### src/hdl/length_type_frame_deframer_assert.svh
// Assertion macros for the length/type frame deframer
`ifndef LENGTH_TYPE_FRAME_DEFRAMER_ASSERT_SVH
`define LENGTH_TYPE_FRAME_DEFRAMER_ASSERT_SVH

// Check while out of reset
`define LTFD_ASSERT(label, prop, msg) \
  label: assert property (@(posedge clk) disable iff (rst) prop) else $error(msg);

// Check at every edge, reset included
`define LTFD_ASSERT_ALWAYS(label, prop, msg) \
  label: assert property (@(posedge clk) prop) else $error(msg);

`endif

### src/hdl/ltfd_pkg.sv
`default_nettype none

package ltfd_pkg;

  localparam logic [2:0] HdrBytes = 3'd5;
  localparam logic [2:0] HdrTypePos = HdrBytes - 3'd1;
  localparam logic [31:0] MaxFrameLenReset = 32'd65536;

  typedef struct packed {
    logic [7:0]  frame_type;
    logic [31:0] frame_length;
    logic [7:0]  payload_byte;
    logic        has_payload;
    logic        last_of_frame;
    logic        length_error;
  } result_t;

  typedef struct packed {
    logic       error_seen;
    logic [2:0] header_count;
  } parse_status_t;

endpackage

`default_nettype wire

### src/hdl/ltfd_parser.sv
`default_nettype none

module ltfd_parser (
  input  wire logic                   clk,
  input  wire logic                   rst,
  input  wire logic                   cfg_valid,
  input  wire logic [31:0]            cfg_data,
  input  wire logic                   accept,
  input  wire logic [7:0]             data_byte,
  output logic                        result_valid,
  output ltfd_pkg::result_t           result,
  output ltfd_pkg::parse_status_t     status
);

  logic [31:0] max_frame_len;
  logic [2:0]  header_count;
  logic [2:0]  header_count_next;
  logic [31:0] length_word;
  logic [31:0] length_word_next;
  logic [7:0]  type_byte;
  logic [7:0]  type_byte_next;
  logic [31:0] payload_count;
  logic [31:0] payload_count_next;
  logic [31:0] payload_count_inc;
  logic        error_seen;
  logic        error_seen_next;
  logic [4:0]  byte_shift;

  assign payload_count_inc = payload_count + 32'd1;
  assign byte_shift        = {header_count[1:0], 3'b000};

  always_comb begin
    header_count_next  = header_count;
    length_word_next   = length_word;
    type_byte_next     = type_byte;
    payload_count_next = payload_count;
    error_seen_next    = error_seen;
    result_valid       = 1'b0;
    result             = '{frame_type:    type_byte,
                           frame_length:  length_word,
                           payload_byte:  8'd0,
                           has_payload:   1'b0,
                           last_of_frame: 1'b0,
                           length_error:  1'b0};
    if (accept && !error_seen) begin
      if (header_count inside {[3'd0:3'd3]}) begin
        if (header_count == 3'd0) begin
          length_word_next = {24'd0, data_byte};
        end else begin
          length_word_next = length_word | ({24'd0, data_byte} << byte_shift);
        end
        header_count_next = header_count + 3'd1;
      end else if (header_count == ltfd_pkg::HdrTypePos) begin
        type_byte_next     = data_byte;
        payload_count_next = 32'd0;
        result.frame_type  = data_byte;
        if (length_word > max_frame_len) begin
          error_seen_next      = 1'b1;
          header_count_next    = ltfd_pkg::HdrBytes;
          result_valid         = 1'b1;
          result.last_of_frame = 1'b1;
          result.length_error  = 1'b1;
        end else if (length_word == 32'd0) begin
          header_count_next    = 3'd0;
          result_valid         = 1'b1;
          result.last_of_frame = 1'b1;
        end else begin
          header_count_next = ltfd_pkg::HdrBytes;
        end
      end else begin
        result_valid         = 1'b1;
        result.payload_byte  = data_byte;
        result.has_payload   = 1'b1;
        result.last_of_frame = (payload_count_inc == length_word);
        if (payload_count_inc == length_word) begin
          header_count_next  = 3'd0;
          payload_count_next = 32'd0;
        end else begin
          payload_count_next = payload_count_inc;
        end
      end
    end
  end

  always_ff @(posedge clk) begin
    if (rst) begin
      max_frame_len <= ltfd_pkg::MaxFrameLenReset;
      header_count  <= 3'd0;
      length_word   <= 32'd0;
      type_byte     <= 8'd0;
      payload_count <= 32'd0;
      error_seen    <= 1'b0;
    end else begin
      if (cfg_valid) begin
        max_frame_len <= cfg_data;
      end
      header_count  <= header_count_next;
      length_word   <= length_word_next;
      type_byte     <= type_byte_next;
      payload_count <= payload_count_next;
      error_seen    <= error_seen_next;
    end
  end

  assign status = '{error_seen: error_seen, header_count: header_count};

endmodule

`default_nettype wire

### src/hdl/ltfd_out_buffer.sv
`default_nettype none

module ltfd_out_buffer (
  input  wire logic               clk,
  input  wire logic               rst,
  input  wire logic               push,
  input  wire ltfd_pkg::result_t  push_data,
  input  wire logic               out_stall,
  output logic                    out_valid,
  output ltfd_pkg::result_t       out_data,
  output logic                    full
);

  logic              main_valid;
  logic              skid_valid;
  ltfd_pkg::result_t main_data;
  ltfd_pkg::result_t skid_data;
  logic              pop;

  assign pop = main_valid && !out_stall;

  always_ff @(posedge clk) begin
    if (rst) begin
      main_valid <= 1'b0;
      skid_valid <= 1'b0;
    end else if (pop) begin
      if (skid_valid) begin
        main_data  <= skid_data;
        skid_valid <= 1'b0;
      end else if (push) begin
        main_data <= push_data;
      end else begin
        main_valid <= 1'b0;
      end
    end else if (push) begin
      if (!main_valid) begin
        main_data  <= push_data;
        main_valid <= 1'b1;
      end else begin
        skid_data  <= push_data;
        skid_valid <= 1'b1;
      end
    end
  end

  assign out_valid = main_valid;
  assign out_data  = main_data;
  assign full      = skid_valid;

endmodule

`default_nettype wire

### src/hdl/length_type_frame_deframer.sv
`default_nettype none

// Deframes a byte stream of frames made of a 4-byte little-endian payload
// length, a type byte and the payload. One byte is taken per cycle while
// in_stall is low: the header and payload counters update in the same cycle
// the byte is transferred. Each payload byte comes out as one result carrying
// type, length and a last mark; an empty frame gives a single result without
// payload, and a length above max_frame_len gives one error result, after
// which all bytes are dropped until reset. Results pass through a two-entry
// output buffer (main and skid registers), so each result is registered before
// it reaches the output; in_stall rises only when both entries are held.
// max_frame_len resets to 65536 and is written through the cfg channel, which
// is always ready; write it only while the block is idle.

`include "length_type_frame_deframer_assert.svh"

module length_type_frame_deframer (
  input  wire logic        clk,
  input  wire logic        rst,
  input  wire logic        cfg_valid,
  output logic             cfg_ready,
  input  wire logic [31:0] cfg_data,
  input  wire logic        in_valid,
  output logic             in_stall,
  input  wire logic [7:0]  data_byte,
  output logic             out_valid,
  input  wire logic        out_stall,
  output logic [7:0]       frame_type,
  output logic [31:0]      frame_length,
  output logic [7:0]       payload_byte,
  output logic             has_payload,
  output logic             last_of_frame,
  output logic             length_error
);

  logic                    accept;
  logic                    result_valid;
  ltfd_pkg::result_t       result;
  ltfd_pkg::result_t       out_data;
  ltfd_pkg::parse_status_t status;
  logic                    full;

  assign cfg_ready = 1'b1;
  assign in_stall  = full;
  assign accept    = in_valid && !full;

  ltfd_parser u_parser (
    .clk          (clk),
    .rst          (rst),
    .cfg_valid    (cfg_valid),
    .cfg_data     (cfg_data),
    .accept       (accept),
    .data_byte    (data_byte),
    .result_valid (result_valid),
    .result       (result),
    .status       (status)
  );

  ltfd_out_buffer u_out_buffer (
    .clk       (clk),
    .rst       (rst),
    .push      (result_valid),
    .push_data (result),
    .out_stall (out_stall),
    .out_valid (out_valid),
    .out_data  (out_data),
    .full      (full)
  );

  assign frame_type    = out_data.frame_type;
  assign frame_length  = out_data.frame_length;
  assign payload_byte  = out_data.payload_byte;
  assign has_payload   = out_data.has_payload;
  assign last_of_frame = out_data.last_of_frame;
  assign length_error  = out_data.length_error;

  `LTFD_ASSERT(a_full_implies_valid, in_stall |-> out_valid, "skid held without main entry")
  `LTFD_ASSERT_ALWAYS(a_reset_empties, rst |=> !out_valid && !in_stall, "buffer not empty after reset")
  `LTFD_ASSERT(a_error_sticky, status.error_seen |=> status.error_seen, "error flag cleared")
  `LTFD_ASSERT(a_count_range, status.header_count <= ltfd_pkg::HdrBytes, "header count out of range")

endmodule

`default_nettype wire

### config.mk
export PLATFORM = sky130hd
export DESIGN_NAME = length_type_frame_deframer
export DESIGN_NICKNAME = d
export VERILOG_FILES = /design/src/hdl/ltfd_pkg.sv /design/src/hdl/ltfd_parser.sv /design/src/hdl/ltfd_out_buffer.sv /design/src/hdl/length_type_frame_deframer.sv
export VERILOG_INCLUDE_DIRS = /design/src /design/src/hdl
export SDC_FILE = /design/constraint.sdc
export NUM_CORES = 1
export LEC_CHECK = 0
export BUFFER_PORTS_ARGS = -buffer_cell sky130_fd_sc_hd__buf_2
export CAP_MARGIN = 20
export CORE_MARGIN = 3
export CORE_UTILIZATION = 64
export DETAILED_ROUTE_END_ITERATION = 8
export GPL_TIMING_DRIVEN = 0
export PLACE_DENSITY = 0.85
export SYNTH_ARGS = -nofsm -noshare
export SYNTH_HDL_FRONTEND = slang
export SYNTH_SLANG_ARGS = --single-unit
### constraint.sdc
create_clock -name clk -period 13.2 [get_ports clk]
set_input_delay 0.66 -clock clk [delete_from_list [all_inputs] [get_ports clk]]
set_output_delay 0.66 -clock clk [all_outputs]
set_load 0.02 [all_outputs]
==> out/qor.yml, run 1 <==
worst_pin_slew_ns: 1.07
end_kind: "flop"
cts_resized: 0
min_period_over_period_pct: 30.6
drc: 0
cts_sinks: 212
fmax_ghz: 0.247
drtIter0Drc: 905
synth.avg_cell_area_sq_um: 9.77
grt_max_degree: 22
timing.clock.skew_ns: 0.0111
nFillCells: 1098
syn_inst: 1037
viasPerCell: 5.95
placeableCoreArea_sq_um: 15400
maxSlewViolCount: 0
place_ws_ns: 9.30
cts.root.buffer_cell: "clkbuf_16"
tns_ns: 0
setup_ws_ns: 9.16
tritoncts: "yes"
dr.pass1.iters: 8
n_antenna_cell: 0
post_drt_wl_per_cell_microns: 19.1
async_flop_share_pct: 0
area_delta_synth_final_pct: 15.9
multi_input_area_sq_um: 4410
cpPeakStageDelay_ns: 0.61
place.detailed.hpwl_microns: 18500
syn_nets: 1118
synth-seq-cells: 212
clk_path_buf_depth: 3
row_count: 45
antenna_found_initial: 0
wl_microns: 26500
drive_above_1_share_pct: 14.4
seqCellArea_sq_um: 5270
hold_class: "in -> reg"
fin_area_sq_um: 11700
port_buffers: 95
critPathKind: "reg -> reg"
synth_edf_count: 102
critPathLaunchType: "flop"
grt_remaining_overflow: 0
slowest_stage: "or4_4"
synth.yosys.warnings: 0
grt_pass1_wl_microns: 41600
hold_viol: 0
maxCapViolCount: 0
required_ns: 13.59
finalCriticalPeriod_ns: 4.04
ys_types: 68
critical_path.cell_chain: "ha_1 -> buf_4 -> nand4_4 -> or4_4 -> or4_4 -> mux2i_1 -> a2111o_1 -> nor4_4 -> nor3_4 -> buf_6 -> buf_6 -> a22o_1"
power_density_nw_per_um2: 130
ctsHtreeMaxLevel: 1
clk_pin_slew_ns: 0.06
relSlewSlack_pct: 28.2
clock_latency_ns: 0.50
synth-main-ff-cell: "dfxtp_1"
status: "finished clean"
cts_inserted_buffers: 22
finalSetupViolations: 0
die_x_microns: 132
die_y_microns: 132
gp_congestion: 0.981
rsz0062_at_grt: "false"
routed-via-count: 8281
dpl-instance-area_sq_um: 11000
cellLeakagePower_nw: 4.81
cts_hold_buf: 0
crit_fanout: 10
grt_usage_pct: 30.0
worstPathArrival_ns: 4.43
synth_seq_area_share_pct: 52.0
top_layer: "met4"
die_area_sq_um: 17400
peakVddDrop_mv: 0.0959
postRouteAntennaNets: 0
nets: 1245
synth_area_sq_um: 10100
postCtsSetupBuffers: 0
wl_met3_microns: 2850
postLayoutCoreUtil_pct: 76.4
initial_core_util_pct: 65.9
wl_met2_microns: 12300
io_pins: 99
met1_length_microns: 10500
grt_pass1_vias: 7873
[cell families after synthesis]
family | Yosys count | share of synthesized area (%)
other cells | 1 | 0.0370
compound gates | 158 | 9.45
xor+xnor | 45 | 4.04
flops | 212 | 52.0
mux | 59 | 5.85
fa+ha+maj | 36 | 4.45
buf+inv | 112 | 4.69
simple gates | 414 | 19.5
[synthesized netlist by cell type, types with 3 or more instances]
| master | number | area, sq um |
|---|---|---|
| a211oi_1 | 3 | 22.5 |
| a22oi_1 | 11 | 82.6 |
| nand4_1 | 24 | 150 |
| inv_1 | 54 | 203 |
| nand3_1 | 27 | 135 |
| o21ai_0 | 20 | 100 |
| buf_2 | 4 | 20.0 |
| nand2_1 | 151 | 567 |
| buf_4 | 9 | 67.6 |
| a21oi_1 | 78 | 390 |
| ha_1 | 36 | 450 |
| or2_2 | 5 | 31.3 |
| or3_1 | 6 | 37.5 |
| xor2_1 | 12 | 105 |
| nor3_1 | 17 | 85.1 |
| nor4_1 | 17 | 106 |
| nor2b_1 | 4 | 25.0 |
| buf_1 | 4 | 15.0 |
| dfxtp_1 | 110 | 2200 |
| and3_1 | 14 | 87.6 |
| and2_1 | 7 | 43.8 |
| a221oi_1 | 3 | 26.3 |
| nand2b_1 | 7 | 43.8 |
| clkbuf_1 | 38 | 143 |
| a21o_1 | 14 | 105 |
| mux2i_1 | 57 | 571 |
| edfxtp_1 | 102 | 3060 |
| nor2_1 | 113 | 424 |
| o31ai_1 | 5 | 37.5 |
| o21ai_1 | 4 | 20.0 |
| and4_1 | 5 | 43.8 |
| xnor2_1 | 32 | 280 |
[critical path, delay by kind of cell, from the launching register on]
kind	cells	cell delay, ns
mux	1	0.14
fa+ha+maj	1	0.19
buf+inv	3	0.52
flops	1	0.48
compound gates	2	0.61
simple gates	5	1.96
[final cells by class]
class / instances / area share [%]
clock buffer: 29 / 5.18
inverter: 54 / 1.73
clock inverter: 11 / 1.21
multi-input combinational: 713 / 37.6
sequential: 212 / 44.8
timing repair buffer: 103 / 4.88
tap: 211 / 2.25
buffer: 58 / 2.32
[report_power, final]
part	switching (mW)	leakage, nW	internal (mW)
combinational	0.0994	2.64	0.0598
clock	0.254	0.356	0.385
sequential	0.0221	1.81	0.710
[path summary, 6_finish.rpt]
check | startpoint | endpoint | slack [ns] | cells past startpoint
hold / removal | cfg_data[0] | u_parser.max_frame_len[0] | 0.39 | 3
setup reg to reg | u_parser.payload_count[0] | u_parser.payload_count[10] | 9.16 | 12
setup / recovery | u_parser.payload_count[0] | u_parser.payload_count[10] | 9.16 | 12
hold reg to reg | u_parser.max_frame_len[14] | u_parser.max_frame_len[14] | 0.49 | 2
[sequential cells by signal, summed over array words and instances (netlist names)]
name and cells:
u_out_buffer.out_data 51, u_out_buffer.skid_data 51, u_parser.length_word 32, u_parser.max_frame_len 32
u_parser.payload_count 32, u_parser.type_byte 8, u_parser.header_count 3, u_out_buffer.full 1
u_out_buffer.out_valid 1, u_parser.error_seen 1
[metal layers]
metal	vias to the layer above	track usage, %
met1	3877	40.5
met4	0	10.2
li1	3899	-
met5	-	0
met2	427	48.1
met3	78	7.10
[layout by cell type (no fill, tap or decap), types with 3 or more instances in the layout]
cell type	Yosys	layout
bufinv_16	0	3
a21oi_1	78	78
dfxtp_1	110	110
o21ai_1	4	4
a21o_1	14	14
and2_1	7	7
mux2i_1	57	57
nand2_1	151	151
buf_6	2	6
nor2_1	113	113
clkbuf_1	38	43
inv_1	54	54
clkinv_4	0	3
and3_1	14	14
buf_1	4	4
ha_1	36	36
o31ai_1	5	5
and4_1	5	5
xor2_1	12	12
nor3_1	17	16
buf_4	9	9
buf_2	4	100
edfxtp_1	102	102
nand4_1	24	24
nand3_1	27	27
nand2b_1	7	7
xnor2_1	32	32
or3_1	6	6
nor4_1	17	17
clkbuf_16	0	23
clkinv_1	0	3
o21ai_0	20	20
a211oi_1	3	3
nor2b_1	4	4
or2_2	5	5
a22oi_1	11	11
[metrics by stage]
step / std cells / hold slack [ns] / power, mW
after CTS: 1389 / 0.385 / 1.53
after global routing: 1391 / 0.389 / 1.58
after global placement: 1343 / 0.459 / 0.892
after floorplan: 1037 / 0.441 / 0.845
final: 1391 / 0.393 / 1.53
after detailed placement: 1349 / 0.478 / 0.899
(Power assumes the default switching activity.)
==> inputs of run 2 (changes only) <==
Settings changed: CORE_UTILIZATION 64 to 54, PLACE_DENSITY 0.85 to 0.77.
Clock period 13.2 ns to 3.3 ns, I/O delays scaled along.
==> out/qor.yml, run 2 (synthesized netlist as in run 1, its figures left out) <==
nets: 1303
finalCriticalPeriod_ns: 3.24
place.detailed.hpwl_microns: 18700
postLayoutCoreUtil_pct: 68.6
worstRegToRegCells: 11
rsz0062_at_grt: "true"
grt_remaining_overflow: 0
final_cell_mix: "nand2_1, nor2_1, edfxtp_1, buf_2, dfxtp_1"
row_count: 49
worst_pin_slew_ns: 0.801
critPathKind: "reg -> reg"
clk_path_buf_depth: 3
intPower_mw: 4.50
fin_area_sq_um: 12500
tns_ns: 0
pwr-share-clk_pct: 40.1
area_delta_synth_final_pct: 23.3
grt_max_degree: 22
wl_microns: 28000
io_pins: 99
setup_ws_ns: 0.0574
ctsHtreeMaxLevel: 1
cts.root.buffer_cell: "clkbuf_16"
n_antenna_cell: 0
port_buffers: 95
swShare_pct: 26.0
switching_power_mw: 1.58
cts_inserted_buffers: 23
die_y_microns: 143
hold_class: "in -> reg"
relSlewSlack_pct: 46.6
end_kind: "flop"
finalSetupViolations: 0
grt_pass1_vias: 8214
p_seq_share_pct: 48.1
drtIter0Drc: 870
holdPathStages: 3
peakVddDrop_mv: 0.405
place_inst: 1367
worstPathArrival_ns: 3.66
grt_pass1_wl_microns: 43400
status: "finished clean"
fmax_ghz: 0.308
final_common_cell: "nand2_1"
hold_viol: 0
fin_cells: 1468
nFillCells: 1350
placeableCoreArea_sq_um: 18200
die_x_microns: 143
gp_congestion: 0.952
holdWs_ns: 0.0267
dpl-instance-area_sq_um: 11100
post_drt_wl_per_cell_microns: 19.1
grt_usage_pct: 27.1
crit_fanout: 6
min_period_over_period_pct: 98.3
die_area_sq_um: 20400
drc: 0
routed-via-count: 8543
critPathLaunchType: "flop"
maxSlewViolCount: 0
antenna_found_initial: 0
viasPerCell: 5.82
required_ns: 3.72
clk_pin_slew_ns: 0.07
dr.pass1.iters: 5
maxCapViolCount: 0
clock_latency_ns: 0.52
postRouteAntennaNets: 0
cellLeakagePower_nw: 5.16
timing.clock.skew_ns: 0.00843
fin_total_pwr_mw: 6.09
comb_power_share_pct: 11.8
tritoncts: "yes"
place_ws_ns: -0.485
cts_sinks: 212
drive_above_1_share_pct: 19.2
initial_core_util_pct: 55.6
power_density_nw_per_um2: 487
==> run 2: cell types whose count changed in the layout (fill, tap and decap cells not counted), moves of 3 or more <==
cell           delta
nand2_2           +3
clkinv_2          +6
dlygate4sd3_1    +33
buf_8             +3
nor4_1            -3
dfxtp_1          -13
dfxtp_2          +11
nor3_1            -3
clkbuf_1          -8
nand2_1           -3
buf_4            +26
==> run 2: path summary, 6_finish.rpt <==
| path | from | end | slack, ns |
|---|---|---|---|
| hold reg to reg | u_parser.error_seen | u_parser.error_seen | 0.49 |
| setup reg to reg | u_parser.payload_count[12] | u_parser.payload_count[10] | 0.06 |
| hold / removal | data_byte[4] | u_parser.length_word[20] | 0.03 |
| setup / recovery | u_parser.payload_count[12] | u_parser.payload_count[10] | 0.06 |
==> run 2: area by class of cell <==
| cell class | instances | area (sq um) | area share (%) |
|---|---|---|---|
| clock inverter | 17 | 131 | 1.05 |
| sequential | 212 | 5290 | 42.3 |
| inverter | 54 | 203 | 1.62 |
| timing repair buffer | 165 | 1140 | 9.16 |
| buffer | 53 | 275 | 2.20 |
| multi-input combinational | 713 | 4580 | 36.7 |
| tap | 229 | 287 | 2.29 |
| clock buffer | 25 | 583 | 4.67 |
==> run 2: repair_timing <==
item / 4_1_cts / 5_1_grt
endpoints found under the setup margin: 88 / 77
hold buffers: 33 / 0
buffers inserted: 21 / 7
pin swaps: 10 / 7
hold endpoints to repair: 33 / 0
resized for setup: 12 / 25
cloned: 1 / 1
==> run 2: power by group through the flow <==
| stage | clock, mW | sequential, mW | combinational (mW) |
|---|---|---|---|
| finish | 2.44 | 2.92 | 0.721 |
| global route | 2.57 | 2.93 | 0.793 |
| CTS | 2.47 | 2.92 | 0.690 |
| detailed placement | 0 | 2.98 | 0.628 |
| global placement | 0 | 2.98 | 0.604 |
| floorplan | 0 | 2.97 | 0.416 |
==> run 2: per-layer routing <==
layer	global-route usage (%)	wire length [microns]
met4	6.50	682
met2	46.5	13500
met3	4.09	2300
met5	0	0
met1	36.3	11600
==> run 2: critical path: stages, from the launching register on <==
cell	delay, ns
dfxtp_1	0.47
nand4_4	0.20
or4_4	0.55
or4_4	0.45
mux2i_1	0.14
a2111o_1	0.42
nor4_4	0.14
buf_4	0.17
nor3_4	0.07
buf_6	0.19
clkbuf_16	0.16
a22o_1	0.17
